**config.mk**
```make
export PLATFORM = sky130hd
export DESIGN_NAME = i2c_master_bit_engine_core
export DESIGN_NICKNAME = d
export VERILOG_FILES = /design/src/rtl/core/i2cmbe_pkg.sv /design/src/rtl/core/i2c_master_bit_engine_core.sv /design/src/rtl/core/i2cmbe_front.sv /design/src/rtl/core/i2cmbe_queue.sv /design/src/rtl/core/i2cmbe_back.sv
export SDC_FILE = /design/constraint.sdc
export NUM_CORES = 1
export LEC_CHECK = 0
export BUFFER_PORTS_ARGS = -buffer_cell sky130_fd_sc_hd__buf_2
export CORE_MARGIN = 4
export CORE_UTILIZATION = 60
export DETAILED_ROUTE_END_ITERATION = 10
export HOLD_SLACK_MARGIN = 0.02
export PLACE_DENSITY = 0.8
export SETUP_SLACK_MARGIN = 0.3
export SYNTH_ARGS = -nofsm -noshare
export SYNTH_HDL_FRONTEND = slang
export SYNTH_HIERARCHICAL = 1
export SYNTH_SLANG_ARGS = --single-unit
```
**constraint.sdc**
```tcl
create_clock -name clk -period 4.65 [get_ports clk]
set_input_delay 0.2325 -clock clk [delete_from_list [all_inputs] [get_ports clk]]
set_output_delay 0.2325 -clock clk [all_outputs]
set_load 0.05 [all_outputs]
```
**src/rtl/core/i2cmbe_pkg.sv**
```systemverilog
// Shared types, constants and action tables for the I2C master bit engine.
`timescale 1ns / 1ps

package i2cmbe_pkg;

  localparam int unsigned BITS_PER_BYTE = 8;
  localparam int unsigned BIT_W         = $clog2(BITS_PER_BYTE + 1);
  localparam int unsigned HOLD_W        = 16;
  localparam logic [HOLD_W-1:0] HOLD_RESET = 16'd10;
  localparam logic [7:0]  MSB_MASK      = 8'h80;

  // Queue between front and back
  localparam int unsigned Q_DEPTH = 2;
  localparam int unsigned Q_PTR_W = $clog2(Q_DEPTH);
  localparam int unsigned Q_CNT_W = $clog2(Q_DEPTH + 1);

  // Command codes; also the sequencer state (idle when no command runs)
  typedef enum logic [2:0] {
    CMD_IDLE     = 3'd0,
    CMD_START    = 3'd1,
    CMD_STOP     = 3'd2,
    CMD_WRITE    = 3'd3,
    CMD_READ     = 3'd4,
    CMD_SEND_ACK = 3'd5,
    CMD_RECV_ACK = 3'd6
  } cmd_t;

  // Line actions
  typedef enum logic [2:0] {
    ACT_SDA1 = 3'd0,
    ACT_SDA0 = 3'd1,
    ACT_SCL1 = 3'd2,
    ACT_SCL0 = 3'd3,
    ACT_SDAB = 3'd4,
    ACT_SMP  = 3'd5
  } act_t;

  // One classified tick moved from front to back
  typedef struct packed {
    logic       start;
    cmd_t       cmd;
    logic [7:0] shift_init;
    logic       sda;
  } tick_t;

  // Action at a given step of a command
  function automatic act_t act_of(input cmd_t cmd, input logic [1:0] step);
    act_t a;
    a = ACT_SDA1;
    case (cmd)
      CMD_START: begin
        case (step)
          2'd0:    a = ACT_SDA1;
          2'd1:    a = ACT_SCL1;
          2'd2:    a = ACT_SDA0;
          default: a = ACT_SCL0;
        endcase
      end
      CMD_STOP: begin
        case (step)
          2'd0:    a = ACT_SDA0;
          2'd1:    a = ACT_SCL1;
          2'd2:    a = ACT_SDA1;
          default: a = ACT_SDA1;
        endcase
      end
      CMD_WRITE, CMD_SEND_ACK: begin
        case (step)
          2'd0:    a = ACT_SDAB;
          2'd1:    a = ACT_SCL1;
          2'd2:    a = ACT_SCL0;
          default: a = ACT_SDA1;
        endcase
      end
      CMD_READ, CMD_RECV_ACK: begin
        case (step)
          2'd0:    a = ACT_SDA1;
          2'd1:    a = ACT_SCL1;
          2'd2:    a = ACT_SMP;
          default: a = ACT_SCL0;
        endcase
      end
      default: a = ACT_SDA1;
    endcase
    return a;
  endfunction

  // Number of actions in one repetition
  function automatic logic [2:0] act_len(input cmd_t cmd);
    logic [2:0] n;
    case (cmd)
      CMD_START, CMD_READ, CMD_RECV_ACK:  n = 3'd4;
      CMD_STOP, CMD_WRITE, CMD_SEND_ACK:  n = 3'd3;
      default:                            n = 3'd0;
    endcase
    return n;
  endfunction

  // Number of repetitions of the action list
  function automatic logic [BIT_W-1:0] act_reps(input cmd_t cmd);
    logic [BIT_W-1:0] n;
    case (cmd)
      CMD_WRITE, CMD_READ: n = BIT_W'(BITS_PER_BYTE);
      CMD_START, CMD_STOP, CMD_SEND_ACK, CMD_RECV_ACK: n = BIT_W'(1);
      default: n = '0;
    endcase
    return n;
  endfunction

endpackage

```
**src/rtl/core/i2c_master_bit_engine_core.sv**
```systemverilog
// Top level of the I2C master bit engine: front end, tick queue and sequencer.
`timescale 1ns / 1ps

// Every accepted input item is one tick of the line sequencer and yields one
// result item, so the block takes one item per clock cycle when the output
// side does not stall. Each item passes through the two-entry tick queue and
// then the sequencer, whose state and result register advance once per
// processed tick. A command (start, stop, write byte, read byte, send ack,
// receive ack) is started by a tick that arrives while no command runs; each
// line action then lasts hold_ticks ticks and one extra tick ends the command
// with done_res. The hold time register is written over its own valid/ready
// channel, which is always ready.

module i2c_master_bit_engine_core
  import i2cmbe_pkg::*;
(
  input  logic              clk,
  input  logic              rst,
  // configuration write
  input  logic              cfg_valid,
  output logic              cfg_ready,
  input  logic [HOLD_W-1:0] hold_ticks,
  // tick input
  input  logic              in_valid,
  output logic              in_stall,
  input  logic [2:0]        func,
  input  logic [7:0]        data_byte,
  input  logic              ack_level,
  input  logic              sda_in,
  // result output
  output logic              out_valid,
  input  logic              out_stall,
  output logic              scl_out,
  output logic              sda_out,
  output logic              busy_res,
  output logic              done_res,
  output logic [7:0]        read_byte,
  output logic              ack_seen
);

  tick_t in_tick;
  tick_t q_tick;
  logic  q_full;
  logic  q_avail;
  logic  q_pop;

  assign cfg_ready = 1'b1;
  assign in_stall  = q_full;

  i2cmbe_front u_front (
    .func      (func),
    .data_byte (data_byte),
    .ack_level (ack_level),
    .sda_in    (sda_in),
    .tick      (in_tick)
  );

  i2cmbe_queue u_queue (
    .clk       (clk),
    .rst       (rst),
    .push      (in_valid && !q_full),
    .push_data (in_tick),
    .full      (q_full),
    .pop       (q_pop),
    .not_empty (q_avail),
    .pop_data  (q_tick)
  );

  i2cmbe_back u_back (
    .clk        (clk),
    .rst        (rst),
    .cfg_wr     (cfg_valid && cfg_ready),
    .cfg_data   (hold_ticks),
    .tick_avail (q_avail),
    .tick       (q_tick),
    .tick_pop   (q_pop),
    .out_valid  (out_valid),
    .out_stall  (out_stall),
    .scl_out    (scl_out),
    .sda_out    (sda_out),
    .busy_res   (busy_res),
    .done_res   (done_res),
    .read_byte  (read_byte),
    .ack_seen   (ack_seen)
  );

endmodule

```
**src/rtl/core/i2cmbe_front.sv**
```systemverilog
// Front end: decodes the incoming tick into a command and its preset shift value.
`timescale 1ns / 1ps

module i2cmbe_front
  import i2cmbe_pkg::*;
(
  input  logic [2:0] func,
  input  logic [7:0] data_byte,
  input  logic       ack_level,
  input  logic       sda_in,
  output tick_t      tick
);

  // Classify the selector; unused codes act as a bare tick
  always_comb begin
    tick.sda        = sda_in;
    tick.shift_init = 8'h00;
    case (cmd_t'(func))
      CMD_START, CMD_STOP, CMD_READ, CMD_RECV_ACK: begin
        tick.cmd = cmd_t'(func);
      end
      CMD_WRITE: begin
        tick.cmd        = CMD_WRITE;
        tick.shift_init = data_byte;
      end
      CMD_SEND_ACK: begin
        tick.cmd        = CMD_SEND_ACK;
        tick.shift_init = ack_level ? MSB_MASK : 8'h00;
      end
      default: begin
        tick.cmd = CMD_IDLE;
      end
    endcase
    tick.start = (tick.cmd != CMD_IDLE);
  end

endmodule

```
**src/rtl/core/i2cmbe_queue.sv**
```systemverilog
// Short FIFO of classified ticks between the front end and the sequencer.
`timescale 1ns / 1ps

module i2cmbe_queue
  import i2cmbe_pkg::*;
(
  input  logic  clk,
  input  logic  rst,
  input  logic  push,
  input  tick_t push_data,
  output logic  full,
  input  logic  pop,
  output logic  not_empty,
  output tick_t pop_data
);

  tick_t               mem [Q_DEPTH];
  logic [Q_PTR_W-1:0]  wr_ptr;
  logic [Q_PTR_W-1:0]  rd_ptr;
  logic [Q_CNT_W-1:0]  count;

  assign full      = (count == Q_CNT_W'(Q_DEPTH));
  assign not_empty = (count != '0);
  assign pop_data  = mem[rd_ptr];

  // Storage
  always_ff @(posedge clk) begin
    if (push) begin
      mem[wr_ptr] <= push_data;
    end
  end

  // Pointers and fill level
  always_ff @(posedge clk) begin
    if (rst) begin
      wr_ptr <= '0;
      rd_ptr <= '0;
      count  <= '0;
    end else begin
      if (push) begin
        wr_ptr <= (wr_ptr == Q_PTR_W'(Q_DEPTH - 1)) ? '0 : wr_ptr + 1'b1;
      end
      if (pop) begin
        rd_ptr <= (rd_ptr == Q_PTR_W'(Q_DEPTH - 1)) ? '0 : rd_ptr + 1'b1;
      end
      case ({push, pop})
        2'b10:   count <= count + 1'b1;
        2'b01:   count <= count - 1'b1;
        default: count <= count;
      endcase
    end
  end

endmodule

```
**src/rtl/core/i2cmbe_back.sv**
```systemverilog
// Back end: SCL/SDA action sequencer, hold timer and registered result.
`timescale 1ns / 1ps

module i2cmbe_back
  import i2cmbe_pkg::*;
(
  input  logic              clk,
  input  logic              rst,
  input  logic              cfg_wr,
  input  logic [HOLD_W-1:0] cfg_data,
  input  logic              tick_avail,
  input  tick_t             tick,
  output logic              tick_pop,
  output logic              out_valid,
  input  logic              out_stall,
  output logic              scl_out,
  output logic              sda_out,
  output logic              busy_res,
  output logic              done_res,
  output logic [7:0]        read_byte,
  output logic              ack_seen
);

  logic [HOLD_W-1:0] hold_ticks;
  cmd_t              state, state_next;
  logic [2:0]        step_index, step_next;
  logic [BIT_W-1:0]  bit_index, bit_next;
  logic [7:0]        shift_reg, shift_next;
  logic [HOLD_W-1:0] hold_count, hold_next;
  logic              scl_level, scl_next;
  logic              sda_level, sda_next;
  logic              ack_reg, ack_next;
  logic [7:0]        last_read, last_read_next;
  logic              done_next;
  logic              act_go;
  act_t              act;
  logic [2:0]        bit_pos;
  logic              fire;

  // One tick is processed when one is queued and the result slot is free
  assign fire     = tick_avail && (!out_valid || !out_stall);
  assign tick_pop = fire;

  // Hold time register
  always_ff @(posedge clk) begin
    if (rst) begin
      hold_ticks <= HOLD_RESET;
    end else if (cfg_wr) begin
      hold_ticks <= cfg_data;
    end
  end

  // Sequencer state
  always_ff @(posedge clk) begin
    if (rst) begin
      state      <= CMD_IDLE;
      step_index <= '0;
      bit_index  <= '0;
      shift_reg  <= '0;
      hold_count <= '0;
      scl_level  <= 1'b1;
      sda_level  <= 1'b1;
      ack_reg    <= 1'b1;
      last_read  <= '0;
    end else if (fire) begin
      state      <= state_next;
      step_index <= step_next;
      bit_index  <= bit_next;
      shift_reg  <= shift_next;
      hold_count <= hold_next;
      scl_level  <= scl_next;
      sda_level  <= sda_next;
      ack_reg    <= ack_next;
      last_read  <= last_read_next;
    end
  end

  // Next state: accept, hold, finish or perform the next action
  always_comb begin
    state_next     = state;
    step_next      = step_index;
    bit_next       = bit_index;
    shift_next     = shift_reg;
    hold_next      = hold_count;
    scl_next       = scl_level;
    sda_next       = sda_level;
    ack_next       = ack_reg;
    last_read_next = last_read;
    done_next      = 1'b0;
    act_go         = 1'b0;

    if (state == CMD_IDLE) begin
      if (tick.start) begin
        state_next = tick.cmd;
        step_next  = '0;
        bit_next   = '0;
        shift_next = tick.shift_init;
        act_go     = 1'b1;
      end
    end else if (hold_count != '0) begin
      hold_next = hold_count - 1'b1;
    end else if (bit_index >= act_reps(state)) begin
      if (state == CMD_READ) begin
        last_read_next = shift_reg;
      end
      state_next = CMD_IDLE;
      step_next  = '0;
      bit_next   = '0;
      done_next  = 1'b1;
    end else begin
      act_go = 1'b1;
    end

    // Action on the line, from the values just selected
    act     = act_of(state_next, step_next[1:0]);
    bit_pos = 3'(BITS_PER_BYTE - 1) - bit_next[2:0];
    if (act_go) begin
      case (act)
        ACT_SDA1: sda_next = 1'b1;
        ACT_SDA0: sda_next = 1'b0;
        ACT_SCL1: scl_next = 1'b1;
        ACT_SCL0: scl_next = 1'b0;
        ACT_SDAB: sda_next = shift_next[bit_pos];
        ACT_SMP: begin
          if (state_next == CMD_READ) begin
            shift_next = {shift_next[6:0], tick.sda};
          end else begin
            ack_next = tick.sda;
          end
        end
        default: sda_next = sda_level;
      endcase
      hold_next = (hold_ticks == '0) ? '0 : hold_ticks - 1'b1;
      if (step_next + 3'd1 >= act_len(state_next)) begin
        step_next = '0;
        bit_next  = bit_next + 1'b1;
      end else begin
        step_next = step_next + 3'd1;
      end
    end
  end

  // Result register
  always_ff @(posedge clk) begin
    if (rst) begin
      out_valid <= 1'b0;
    end else if (fire) begin
      out_valid <= 1'b1;
    end else if (!out_stall) begin
      out_valid <= 1'b0;
    end
  end

  always_ff @(posedge clk) begin
    if (fire) begin
      scl_out   <= scl_next;
      sda_out   <= sda_next;
      busy_res  <= (state_next != CMD_IDLE);
      done_res  <= done_next;
      read_byte <= last_read_next;
      ack_seen  <= ack_next;
    end
  end

  // A finishing tick never reports busy
  assert property (@(posedge clk) disable iff (rst)
    out_valid && done_res |-> !busy_res)
    else $error("done reported while busy");

  // The hold timer only runs inside a command
  assert property (@(posedge clk) disable iff (rst)
    hold_count != '0 |-> state != CMD_IDLE)
    else $error("hold timer running while idle");

  // Bit counter never passes the byte length
  assert property (@(posedge clk) disable iff (rst)
    bit_index <= BIT_W'(BITS_PER_BYTE))
    else $error("bit counter out of range");

  // Sequencer state moves only on a processed tick
  assert property (@(posedge clk) disable iff (rst)
    !fire |=> $stable(state) && $stable(hold_count))
    else $error("sequencer moved without a tick");

endmodule

```
* Word level (Yosys, flattened, before mapping) *
Memories as Yosys holds them, arrays and structs flattened. A register that Yosys moved wholly into a read port is not among the register bits.
Index checks and enable logic that the tools add are counted.

cells by class
  add/sub/neg operators = 9
  reductions and logical operators = 25
  multipliers = 0
  shift-type cells = 0
  bitwise gates (word level) = 0
  order comparisons = 3
  equality and inequality tests = 30
  divide/modulo/power cells = 0
  muxes and demuxes = 65

operators with widths
  kind                                                count
  two-way mux 8 bit                                   10
  two-way mux 16 bit                                  4
  == test 3 bit, second input constant                11
  two-way mux 3 bit                                   11
  two-way mux 4 bit                                   8
  subtractor 16 x 1 -> 16 bit, second input constant  2
  one-hot mux 3 bit (3 select lines)                  3
  == test 3 x 2 -> 1 bit, second input constant       8
  two-way mux 1 bit                                   19
  zero test 16 bit                                    1
  one-hot mux 8 bit (2 select lines)                  1
  nonzero test 16 bit                                 1
  == test 3 x 1 -> 1 bit, second input constant       4
  one-hot mux 3 bit (4 select lines)                  1
  one-hot mux 2 bit (2 select lines)                  2
  one-hot mux 4 bit (2 select lines)                  1
  OR reduction 2 bit                                  4
  OR reduction 4 bit                                  2
  == test 2 bit, second input constant                3
  zero test 3 bit                                     2
  one-hot mux 2 bit (3 select lines)                  1
  one-hot mux 3 bit (2 select lines)                  1
  nonzero test 2 bit                                  3
  nonzero test 3 bit                                  2
  other kinds (20)                                    27

storage, ports and cells
  memories kept = 1
  register bits = 79
  RAM bits = 26
  word-level logic and storage cells = 153
  latch bits = 0
  ROM bits = 0

memory list
  name         words  width  rd ports  clocked after Yosys merged registers in  write ports  line                source
  u_queue.mem  2      13     1         1                                        1            i2cmbe_queue.sv:17  tick_t mem [Q_DEPTH];

* Depth between registers and ports, before layout *
Gate-level depths: netlist (run 1).

  depth after elaboration = 16
  gate-level depth with buffers = 20
  gate-level depth less buffers = 19

* Modules after synthesis *
The synthesis (run 1) kept the hierarchy.

modules (own cells, without submodules)
  module                      times used  area an instance (um2)  cells an instance  sequential area each (um2)
  i2cmbe_back                 1           4500.6                  543                1631.6
  i2cmbe_queue                1           1139.8                  62                 880.8
  i2cmbe_front                1           123.9                   18                 0.0
  i2c_master_bit_engine_core  1           25.0                    3                  0.0

* Least setup slack after synthesis (run 1) *
No wires, ideal clock.

  path type = register to register
  start point = reg u_back.state[0]
  end point = reg u_back.ack_seen, data pin
  clock period less this slack = 4247 ps
  setup slack = 403 ps
  path buffers = 1
  library setup time = 260 ps
  arrival = 3987 ps
  cell stages (with the launch flop) = 18
  required time = 4390 ps
  cell sequence = dfxtp_1 inv_1 ha_1 ha_1 or4b_4 a21oi_1 or3_1 buf_6 inv_8 nor2_1 nand2_1 ha_1 inv_1 mux2i_1 nor3_2 o32a_4 nor4_1 mux2_2

between the ends
  longest elaborated chain between the ends = 15

ends and longest elaborated chain
  what                                                              line                                                  source
  start: declaration                                                i2cmbe_back.sv:25                                     cmd_t state, state_next;
  start signal: assignment                                          i2cmbe_back.sv:66                                     state <= state_next;
  == test 3 x 1 -> 1 bit, or another cell as far along              i2cmbe_pkg.sv:102                                     case (cmd)
  OR reduction 4 bit / OR reduction 2 bit (equally long branches)   i2cmbe_pkg.sv:102
  one-hot mux 4 bit (2 select lines)                                i2cmbe_pkg.sv:102
  two-way mux 4 bit                                                 i2cmbe_back.sv:100                                    end else if (hold_count != '0) begin
  two-way mux 4 bit                                                 i2cmbe_back.sv:92                                     if (state == CMD_IDLE) begin
  greater-or-equal comparator 4 bit                                 i2cmbe_back.sv:102                                    end else if (bit_index >= act_reps(state)) begin
  two-way mux 3 bit                                                 i2cmbe_back.sv:102
  two-way mux 3 bit                                                 i2cmbe_back.sv:100
  two-way mux 3 bit                                                 i2cmbe_back.sv:92
  == test 2 bit, or another cell as far along                       i2cmbe_pkg.sv:52, i2cmbe_pkg.sv:68, i2cmbe_pkg.sv:76
  one-hot mux 3 bit (3 select lines), or another cell as far along  i2cmbe_pkg.sv:76                                      case (step)
  one-hot mux 3 bit (4 select lines)                                i2cmbe_pkg.sv:50                                      case (cmd)
  == test 3 bit                                                     i2cmbe_back.sv:118                                    case (act)
  two-way mux 1 bit                                                 i2cmbe_back.sv:118
  two-way mux 1 bit (*)                                             i2cmbe_back.sv:117                                    if (act_go) begin
  via u_back.ack_next                                               i2cmbe_back.sv:32                                     logic ack_reg, ack_next;
  end signal: assignment                                            i2cmbe_back.sv:161                                    ack_seen <= ack_next;
  end: declaration                                                  i2cmbe_back.sv:21                                     output logic ack_seen

Mark *: on every way through the listed nets, which the timed path passes. The rest lies on a longest branch. The select of a mux whose other input is x is not followed.
A chain may end at the register's enable or synchronous reset.

* Final worst setup path (run 1) *
  start point = reg u_back.state[1]
  end point = reg u_back.sda_level

between the ends
  longest elaborated chain between the ends = 15

ends and longest elaborated chain
  what                                                              line                                                  source
  == test 3 x 1 -> 1 bit, or another cell as far along              i2cmbe_pkg.sv:102
  OR reduction 4 bit / OR reduction 2 bit (equally long branches)   i2cmbe_pkg.sv:102
  one-hot mux 4 bit (2 select lines)                                i2cmbe_pkg.sv:102
  two-way mux 4 bit                                                 i2cmbe_back.sv:100
  two-way mux 4 bit                                                 i2cmbe_back.sv:92
  greater-or-equal comparator 4 bit                                 i2cmbe_back.sv:102
  two-way mux 3 bit                                                 i2cmbe_back.sv:102
  two-way mux 3 bit                                                 i2cmbe_back.sv:100
  two-way mux 3 bit                                                 i2cmbe_back.sv:92
  == test 2 bit, or another cell as far along                       i2cmbe_pkg.sv:52, i2cmbe_pkg.sv:68, i2cmbe_pkg.sv:76
  one-hot mux 3 bit (3 select lines), or another cell as far along  i2cmbe_pkg.sv:76
  one-hot mux 3 bit (4 select lines)                                i2cmbe_pkg.sv:50
  == test 3 bit, or another cell as far along                       i2cmbe_back.sv:118
  one-hot mux 1 bit (3 select lines)                                i2cmbe_back.sv:118
  two-way mux 1 bit (*)                                             i2cmbe_back.sv:117
  end signal: assignment                                            i2cmbe_back.sv:72                                     sda_level <= sda_next;
  end: declaration                                                  i2cmbe_back.sv:31                                     logic sda_level, sda_next;

Mark *: on every way between the ends. The rest lies on a longest branch, timed or not. The select of a mux whose other input is x is not followed.

==> run_results.csv, run 1 <==
group,metric,value,unit
status,status,"finished, final reports clean",
finish,regMostFlops,"u_queue/mem",
finish,stdcell_area,0.00638,mm²
placement,port_buffers,48,
yosys,synth_edf_count,39,
timing,fin_crit,4.18,ns
yosys,synth_cell_types,72,
cts,cts_tree,"yes",
cts,cts-root-buf,"clkbuf_8",
floorplanning,fp-row-count,35,
global_route,grt_start_max_net_pins,64,
setup_path,cpMaxStageDelayCell,"or4_1",
power_and_ir_drop,peakVddDrop,0.410,mV
drt,drc,0,
setup_path,path_class,"flip-flop to flip-flop",
floorplanning,core-area,0.00933,mm²
finish,top_regs,"u_queue/mem: 26 flops, u_back/hold_count: 16 flops, u_back/hold_ticks: 16 flops",
finish,nets,718,
flow_run,max-cap-violations,0,
drt,vias,4858,
floorplanning,dieHeight,106,µm
cts,ctsHtreeMaxLevel,3,
timing,period_share,89.9,%
drt,dr.pass1.iters,5,
cts,cts_setup_buffers,0,
placement,place.gp.congestion,0.958,
yosys,synthesis.nets,676,
cts,tritoncts_num_sinks,106,
yosys,synth_ff_type,"dfxtp_1",
drt,routedWlPerCell,16.4,µm
finish,layout-area-overhead-vs-synth,10.3,%
setup_path,crit_top_cell,"inv_1",
timing,rsz0062_at_grt,"yes",
timing,maxSlewViolCount,0,
cts,cts_buffer_depth,2,
setup_path,worstPathRequired,4.95,ns
floorplanning,start_util,62.1,%
power_and_ir_drop,power_density,703,mW/mm²
worst_hold_path,hp-class,"input pin to flip-flop",
global_route,antenna_found_initial,0,
yosys,synth_most_common_cell,"nor2_1",
setup_path,endpoint_kind,"flip-flop",
global_route,grt_overflow,0,
setup_path,critPathLaunchType,"flip-flop",
yosys,synth_commonest_cells,"nor2_1, dfxtp_1, nand2_1, edfxtp_1, o21ai_0",
placement,place_area,0.00614,mm²
cts,path_clk_slew,0.10,ns
finish,final_util,68.4,%
global_route,track_usage,24.3,%
finish,final_layout_size_suffix_gt1_share,19.9,%
placement,dp_hpwl,9470,µm
drt,drt_iter0_drc,299,
yosys,synth_seq_cells,106,
yosys,synthTopCellsByArea,"dfxtp_1, edfxtp_1, nor2_1",
yosys,synth-seq-area-share,43.4,%
timing,hold_violations,0,
drt,wl,13200,µm
cts,insertion_delay,0.37,ns
yosys,avgSynthCellArea,9.25,µm²
setup_path,crit_chain,"inv_1 -> ha_2 -> ha_1 -> or4b_4 -> a21oi_2 -> or3_4 -> buf_4 -> and3_2 -> inv_1 -> ha_1 -> inv_1 -> nor4_2 -> a211o_1 -> nand4_1 -> nand4_1 -> or4_1 -> o221ai_1",
cts,cts_hold_buf,0,
cts,cts_buffers,9,
setup_path,crit_path_max_fanout,9,
yosys,synth_warnings,6,
drt,viasPerCell,6.06,
yosys,synth_cells,626,
finish,antennaDiodeCount,0,
yosys,synthesis.area,0.00579,mm²
setup_path,cpPeakStageDelay,0.54,ns
power_and_ir_drop,cellLeakagePower,2.52,nW
floorplanning,io_pins,50,
timing,relSlewSlack,30.7,%
timing,fmax,0.239,GHz
floorplanning,die_area,0.0113,mm²
drt,ant_nets,0,
finish,largest_reg_flops,26,
floorplanning,die_w,106,µm
timing,holdWs,0.0580,ns
cts,post_cts_resized,0,
global_route,grt_pass1_wl,22200,µm
global_route,grt_pass1_vias,4509,
yosys,postSynth.asyncResetShare,0,%
timing,finalSetupViolCount,0,
timing,fin_skew,0.0106,ns
timing,tns,0,ns
yosys,synth_top_area_share,23.2,%
yosys,synth_top_area_cell,"dfxtp_1",
setup_path,arrival,4.48,ns
timing,worstMarginPinSlew,1.04,ns
cells by family after synthesis:
| family | share of synthesized area, % |
|---|---|
| adder cells (fa/ha/maj) | 3.46 |
| flip-flops | 43.4 |
| XOR/XNOR | 2.87 |
| AO/OA/AOI/OAI | 14.6 |
| AND/OR/NAND/NOR | 22.2 |
| other | 0.0648 |
| multiplexers | 9.36 |
| buffers and inverters | 4.11 |
stage by stage:
stage	power, mW	setup slack (ns)	std cells
finish	4.49	0.468	802
global route	4.81	0.266	802
detailed placement	3.85	0.374	786
CTS	4.42	0.308	802
floorplan	3.28	0.403	626
global placement	3.78	0.516	786
cell usage in the layout (no fill, tap or decap), types with 5 or more instances in the layout:
cell type  Yosys  final
o21ai_0       32     32
buf_4          3     12
xnor2_1       13     13
a21oi_1       29     28
o32ai_1        5      5
inv_1         24     24
mux2_2        25     25
nor2_1        85     85
nand4_1        7      7
buf_2          7     48
ha_1          16     15
clkbuf_8       0     10
nand2_1       56     56
and2_1        10     10
o22ai_1        9      9
edfxtp_1      39     39
a22oi_1        7      7
dfxtp_1       67     66
mux2i_1       26     26
nor3_1        21     21
nand3_1       16     16
a211oi_1       7      7
xor2_1         6      6
nor4_1         8      6
or3_1          7      6
path summary, 6_finish.rpt:
path | start | end | slack [ns] | cells past startpoint
worst max-delay path | u_back/state[1] | u_back/sda_level | 0.47 | 17
worst max register to register | u_back/state[1] | u_back/sda_level | 0.47 | 17
worst min-delay path | sda_in | u_queue/mem[0][0] | 0.06 | 1
worst min register to register | u_back/shift_reg[3] | u_back/shift_reg[3] | 0.49 | 2
layer usage:
| metal | global-route usage [%] | vias to the layer above | share of wire [%] |
|---|---|---|---|
| li1 | - | 2358 | - |
| met1 | 34.5 | 2308 | 46 |
| met3 | 4.43 | 15 | 6.4 |
| met5 | 0 | - | 0 |
| met2 | 38.1 | 177 | 46 |
| met4 | 6.48 | 0 | 1.2 |
cell type report:
class	count	area, µm²
Multi-Input combinational cell	466	3080
Fill cell	765	2940
Sequential cell	106	2510
Timing Repair Buffer	60	330
Clock buffer	12	166
Tap cell	129	161
Inverter	25	101
Clock inverter	4	32.5
report_power, final:
group | internal, mW | switching (mW) | leakage (nW)
Combinational | 0.905 | 1.60 | 1.51
Clock | 0.247 | 0.321 | 0.100
Sequential | 1.24 | 0.175 | 0.916
worst max-delay path: cells and delay by family, from the launching register on:
kind / cells / cell delay [ns]
AND/OR/NAND/NOR: 7 / 1.88
buffers and inverters: 4 / 0.44
flip-flops: 1 / 0.40
adder cells (fa/ha/maj): 3 / 0.72
AO/OA/AOI/OAI: 3 / 0.64
Power figures use the tool's default switching activity.
==> run 2: changes to the inputs <==
--- a/config.mk
+++ b/config.mk
@@ -6,11 +6,12 @@
 export NUM_CORES = 1
 export LEC_CHECK = 0
 export BUFFER_PORTS_ARGS = -buffer_cell sky130_fd_sc_hd__buf_2
+export CAP_MARGIN = 20
 export CORE_MARGIN = 4
-export CORE_UTILIZATION = 60
+export CORE_UTILIZATION = 55
 export DETAILED_ROUTE_END_ITERATION = 10
 export HOLD_SLACK_MARGIN = 0.02
-export PLACE_DENSITY = 0.8
+export PLACE_DENSITY = 0.74
 export SETUP_SLACK_MARGIN = 0.3
 export SYNTH_ARGS = -nofsm -noshare
 export SYNTH_HDL_FRONTEND = slang
==> run_results.csv, run 2 (same netlist as run 1, synthesis figures left out) <==
group,metric,value,unit
placement,place.gp.congestion,0.996,
finish,multi_input_area,0.00306,mm²
drt,wl,13700,µm
setup_path,cp_num_buf_inv,4,
finish,largest_reg_flops,26,
finish,stdcell_area,0.00643,mm²
timing,maxSlewViolCount,0,
setup_path,rrSetupSlack,0.50,ns
timing,setup_slack,0.497,ns
setup_path,r2r.worst_path.cells,17,
setup_path,crit_path_max_fanout,9,
cts,cts_buffers,9,
floorplanning,fp-row-count,37,
setup_path,critical-path-top-delay-family,"simple AND/OR/NAND/NOR gates",
cts,cts_tree,"yes",
setup_path,r2r_start,"u_back/state[0]",
setup_path,r2r-end,"u_back/sda_level",
setup_path,path_class,"flip-flop to flip-flop",
cts,path_clk_slew,0.11,ns
cts,cts_setup_buffers,0,
timing,period_share,89.3,%
setup_path,worstPathRequired,4.95,ns
drt,viasPerCell,5.99,
finish,nFillCells,872,
finish,final_layout_size_suffix_gt1_share,19.9,%
timing,rsz0062_at_grt,"no",
setup_path,crit_chain,"inv_1 -> ha_2 -> ha_1 -> or4b_4 -> a21oi_1 -> or3_4 -> buf_4 -> and3_2 -> inv_1 -> ha_1 -> inv_1 -> nor4_1 -> a211o_1 -> nand4_1 -> nand4_1 -> or4_1 -> o221ai_1",
power_and_ir_drop,peakVddDrop,0.359,mV
setup_path,arrival,4.45,ns
floorplanning,core-area,0.0103,mm²
finish,seqCellArea,0.00251,mm²
timing,worstMarginPinSlew,0.964,ns
finish,regMostFlops,"u_queue/mem",
global_route,grt_start_max_net_pins,64,
global_route,grt_pass1_wl,22400,µm
global_route,grt_pass1_vias,4503,
placement,place_ws,0.381,ns
finish,antennaDiodeCount,0,
finish,nets,720,
finish,layout_commonest_cell,"nor2_1",
timing,fmax,0.241,GHz
placement,port_buffers,48,
worst_hold_path,hp-class,"input pin to flip-flop",
placement,place_area,0.00615,mm²
finish,final_cells,811,
setup_path,cpPeakStageDelay,0.54,ns
cts,insertion_delay,0.39,ns
cts,cts_buffer_depth,2,
setup_path,endpoint,"u_back/sda_level",
drt,drc,0,
worst_hold_path,holdCritStartpoint,"hold_ticks[3]",
timing,finalSetupViolCount,0,
floorplanning,dieHeight,111,µm
setup_path,critPathLaunchType,"flip-flop",
setup_path,endpoint_kind,"flip-flop",
power_and_ir_drop,total_power,4.57,mW
drt,dr.pass1.iters,7,
setup_path,critPathLaunch,"u_back/state[0]",
global_route,track_usage,22.2,%
power_and_ir_drop,cellLeakagePower,2.55,nW
cts,ctsHtreeMaxLevel,3,
placement,dp_hpwl,9640,µm
flow_run,max-cap-violations,0,
floorplanning,start_util,56.3,%
floorplanning,io_pins,50,
finish,final_util,62.6,%
finish,top_regs,"u_queue/mem: 26 flops, u_back/hold_count: 16 flops, u_back/hold_ticks: 16 flops",
global_route,grt_overflow,0,
global_route,antenna_found_initial,0,
timing,hold_violations,0,
setup_path,worst-path-stages,17,
status,status,"finished, final reports clean",
power_and_ir_drop,power_density,711,mW/mm²
timing,holdWs,0.0639,ns
cts,cts-root-buf,"clkbuf_8",
timing,tns,0,ns
placement,dp.cells,793,
timing,relSlewSlack,35.3,%
finish,final_cell_mix,"nor2_1, dfxtp_1, nand2_1",
drt,drt_iter0_drc,384,
timing,fin_crit,4.15,ns
setup_path,crit_top_cell,"inv_1",
timing,fin_skew,0.0163,ns
drt,vias,4859,
drt,routedWlPerCell,16.8,µm
drt,ant_nets,0,
floorplanning,die_w,111,µm
cts,tritoncts_num_sinks,106,
setup_path,cpMaxStageDelayCell,"or4_1",
floorplanning,die_area,0.0122,mm²
finish,layout-area-overhead-vs-synth,11.0,%
==> run 2: how the worst min path moves through the flow <==
stage / end / slack [ns] / depth (start not counted)
3_5_place_dp: u_queue/mem[0][0] / 0.43 / 1
3_3_place_gp: u_queue/mem[0][0] / 0.43 / 1
5_1_grt: u_back/hold_ticks[3] / 0.04 / 3
6_report: u_back/hold_ticks[3] / 0.06 / 3
2_1_floorplan: u_queue/count[1] / 0.30 / 1
4_1_cts: u_back/hold_ticks[3] / 0.05 / 3
==> run 2: report_power, final <==
part | leakage [nW] | switching, mW | internal, mW
clock | 0.115 | 0.331 | 0.324
combinational | 1.51 | 1.60 | 0.903
sequential | 0.917 | 0.177 | 1.24
==> run 2: area by class of cell <==
class / count / share of cell area (%)
clock inverter: 6 / 1.46
multi-input combinational: 466 / 47.6
tap: 136 / 2.65
timing repair buffer: 62 / 5.41
inverter: 25 / 1.58
sequential: 106 / 39.1
clock buffer: 10 / 2.14
==> run 2: tightest hold or removal path, cell delays in order <==
cell and delay [ns]:
buf_2 0.07, mux2i_1 0.05, nand2_1 0.06
==> run 2: per-layer routing <==
metal	track usage (%)	vias up	part of all wire (%)
met5	0	-	0
met4	5.50	0	1.1
met3	5.59	13	7.1
met2	34.4	176	46
met1	31.1	2311	46
li1	-	2359	-
==> run 2: timing repair <==
item                                    4_1_cts  5_1_grt
endpoints found under the hold margin         2        0
hold buffers                                  1        0
gates resized for setup                       0        9
endpoints found under the setup margin        0        6
==> run 3: changes to the inputs <==
--- a/config.mk
+++ b/config.mk
@@ -7,11 +7,13 @@
 export LEC_CHECK = 0
 export BUFFER_PORTS_ARGS = -buffer_cell sky130_fd_sc_hd__buf_2
 export CAP_MARGIN = 20
+export CELL_PAD_IN_SITES_DETAIL_PLACEMENT = 1
+export CELL_PAD_IN_SITES_GLOBAL_PLACEMENT = 1
 export CORE_MARGIN = 4
-export CORE_UTILIZATION = 55
+export CORE_UTILIZATION = 46
 export DETAILED_ROUTE_END_ITERATION = 10
 export HOLD_SLACK_MARGIN = 0.02
-export PLACE_DENSITY = 0.74
+export PLACE_DENSITY_LB_ADDON = 0.1
 export SETUP_SLACK_MARGIN = 0.3
 export SYNTH_ARGS = -nofsm -noshare
 export SYNTH_HDL_FRONTEND = slang
==> run_results.csv, run 3 (same netlist as run 1, synthesis figures left out) <==
group,metric,value,unit
status,status,"finished, final reports clean",
drt,vias,4874,
finish,multi_input_area,0.00308,mm²
cts,path_clk_slew,0.08,ns
timing,holdWs,0.0586,ns
setup_path,arrival,4.37,ns
power_and_ir_drop,power_density,736,mW/mm²
power_and_ir_drop,peakVddDrop,0.345,mV
global_route,antenna_found_initial,0,
timing,hold_violations,0,
timing,maxSlewViolCount,0,
drt,routedWlPerCell,18.8,µm
cts,cts_hold_buf,0,
global_route,grt_overflow,0,
timing,fin_skew,0.00782,ns
placement,dp_hpwl,11200,µm
setup_path,critPathLaunch,"u_back/state[1]",
timing,worstMarginPinSlew,1.01,ns
cts,cts-root-buf,"clkbuf_16",
floorplanning,die_area,0.0144,mm²
setup_path,worstPathRequired,4.76,ns
timing,relSlewSlack,32.3,%
worst_hold_path,hp-class,"input pin to flip-flop",
setup_path,r2r_start,"u_back/state[1]",
power_and_ir_drop,p_switching,2.23,mW
setup_path,crit_chain,"inv_1 -> ha_2 -> nand2_1 -> a21boi_0 -> ha_1 -> a21oi_1 -> or3_4 -> buf_4 -> and3_2 -> inv_1 -> ha_1 -> inv_1 -> nor4b_2 -> a211o_1 -> nand4_1 -> and4_4 -> nor4_2 -> mux2_2",
drt,drt_iter0_drc,318,
power_and_ir_drop,seqPwrFrac,29.4,%
setup_path,critPathLaunchType,"flip-flop",
power_and_ir_drop,clkPwrFrac,16.6,%
setup_path,rrSetupSlack,0.39,ns
finish,antennaDiodeCount,0,
finish,nets,720,
cts,cts_buffers,9,
power_and_ir_drop,cellLeakagePower,2.58,nW
drt,drc,0,
timing,tns,0,ns
drt,dr.pass1.iters,4,
finish,layout_commonest_cell,"nor2_1",
floorplanning,dieHeight,120,µm
timing,fmax,0.235,GHz
floorplanning,start_util,47.6,%
timing,rsz0062_at_grt,"no",
timing,period_share,91.5,%
setup_path,endpoint,"u_back/ack_seen",
cts,ctsHtreeMaxLevel,3,
cts,cts_tree,"yes",
drt,viasPerCell,5.78,
placement,place.gp.congestion,0.924,
setup_path,crit_top_cell,"inv_1",
timing,fin_crit,4.26,ns
cts,tritoncts_num_sinks,106,
power_and_ir_drop,power.internal,2.59,mW
cts,cts_buffer_depth,2,
flow_run,max-cap-violations,0,
setup_path,r2r-end,"u_back/ack_seen",
power_and_ir_drop,switching_share,46.2,%
finish,seqCellArea,0.00251,mm²
floorplanning,die_w,120,µm
cts,insertion_delay,0.36,ns
global_route,grt_pass1_wl,26000,µm
setup_path,endpoint_kind,"flip-flop",
placement,port_buffers,48,
drt,wl,15900,µm
global_route,grt_pass1_vias,4958,
setup_path,crit_path_max_fanout,9,
finish,top_regs,"u_queue/mem: 26 flops, u_back/hold_count: 16 flops, u_back/hold_ticks: 16 flops",
global_route,grt_start_max_net_pins,64,
power_and_ir_drop,combPwrFrac,53.9,%
finish,final_layout_size_suffix_gt1_share,20.3,%
floorplanning,io_pins,50,
drt,ant_nets,0,
setup_path,r2r.worst_path.cells,18,
floorplanning,core-area,0.0122,mm²
finish,regMostFlops,"u_queue/mem",
global_route,track_usage,22.7,%
finish,layout-area-overhead-vs-synth,13.3,%
finish,nFillCells,1414,
finish,largest_reg_flops,26,
setup_path,path_class,"flip-flop to flip-flop",
timing,finalSetupViolCount,0,
floorplanning,fp-row-count,40,
setup_path,cpPeakStageDelay,0.43,ns
finish,final_cell_mix,"nor2_1, dfxtp_1, nand2_1",
setup_path,cpMaxStageDelayCell,"or3_4",
==> run 3: power by group through the flow <==
stage	registers, mW	logic (mW)	clock network (mW)
after floorplan	1.58	1.70	0
after global placement	1.42	2.45	0
after detailed placement	1.44	2.52	0
after CTS	1.42	2.56	0.828
after global routing	1.46	2.86	0.868
final	1.42	2.60	0.802
==> run 3: worst min-delay path by stage <==
stage	startpoint	end	slack [ns]	cells after the start
finish	sda_in	u_queue/mem[1][0]	0.06	1
global route	sda_in	u_queue/mem[1][0]	0.05	1
CTS	sda_in	u_queue/mem[1][0]	0.04	1
detailed placement	sda_in	u_queue/mem[0][0]	0.43	1
global placement	sda_in	u_queue/mem[0][0]	0.43	1
floorplan	rst	u_queue/count[1]	0.30	1
==> run 3: metrics by stage <==
step | instance area [µm²] | cells | utilization [%] | setup WS [ns] | power [mW]
after CTS | 6520 | 842 | 53.6 | 0.367 | 4.80
final | 6560 | 843 | 53.9 | 0.394 | 4.83
after global routing | 6560 | 843 | 53.9 | 0.279 | 5.19
after global placement | 6200 | 826 | 51.0 | 0.510 | 3.87
after detailed placement | 6200 | 826 | 51.0 | 0.299 | 3.96
after floorplan | 5790 | 626 | - | 0.403 | 3.28
==> run 3: metal layers <==
layer / share of wire, % / vias up / GRT usage, % / wire length [µm]
met1: 47 / 2387 / 31.5 / 7520
met5: 0 / - / 0 / 0
li1: - / 2361 / - / -
met3: 4.5 / 16 / 4.77 / 712
met4: 1.6 / 0 / 7.02 / 250
met2: 47 / 110 / 35.7 / 7400
==> run 3: area by class of cell <==
type	count	share of cell area, %
Tap cell	168	3.20
Clock inverter	6	1.20
Inverter	25	1.55
Timing Repair Buffer	62	5.32
Clock buffer	10	3.49
Sequential cell	106	38.3
Multi-Input combinational cell	466	46.9
==> run 3: worst max-delay path, delay by kind of cell, from the launching register on <==
family                   cells  cell delay (ns)
AO/OA/AOI/OAI                3             0.39
flip-flops                   1             0.35
AND/OR/NAND/NOR              7             1.73
buffers and inverters        4             0.44
adder cells (fa/ha/maj)      3             0.73
multiplexers                 1             0.36
==> run 3: repair_timing <==
item / in CTS / in global routing
setup endpoints to repair: 2 / 7
gates resized for setup: 2 / 9
buffers inserted: 0 / 0
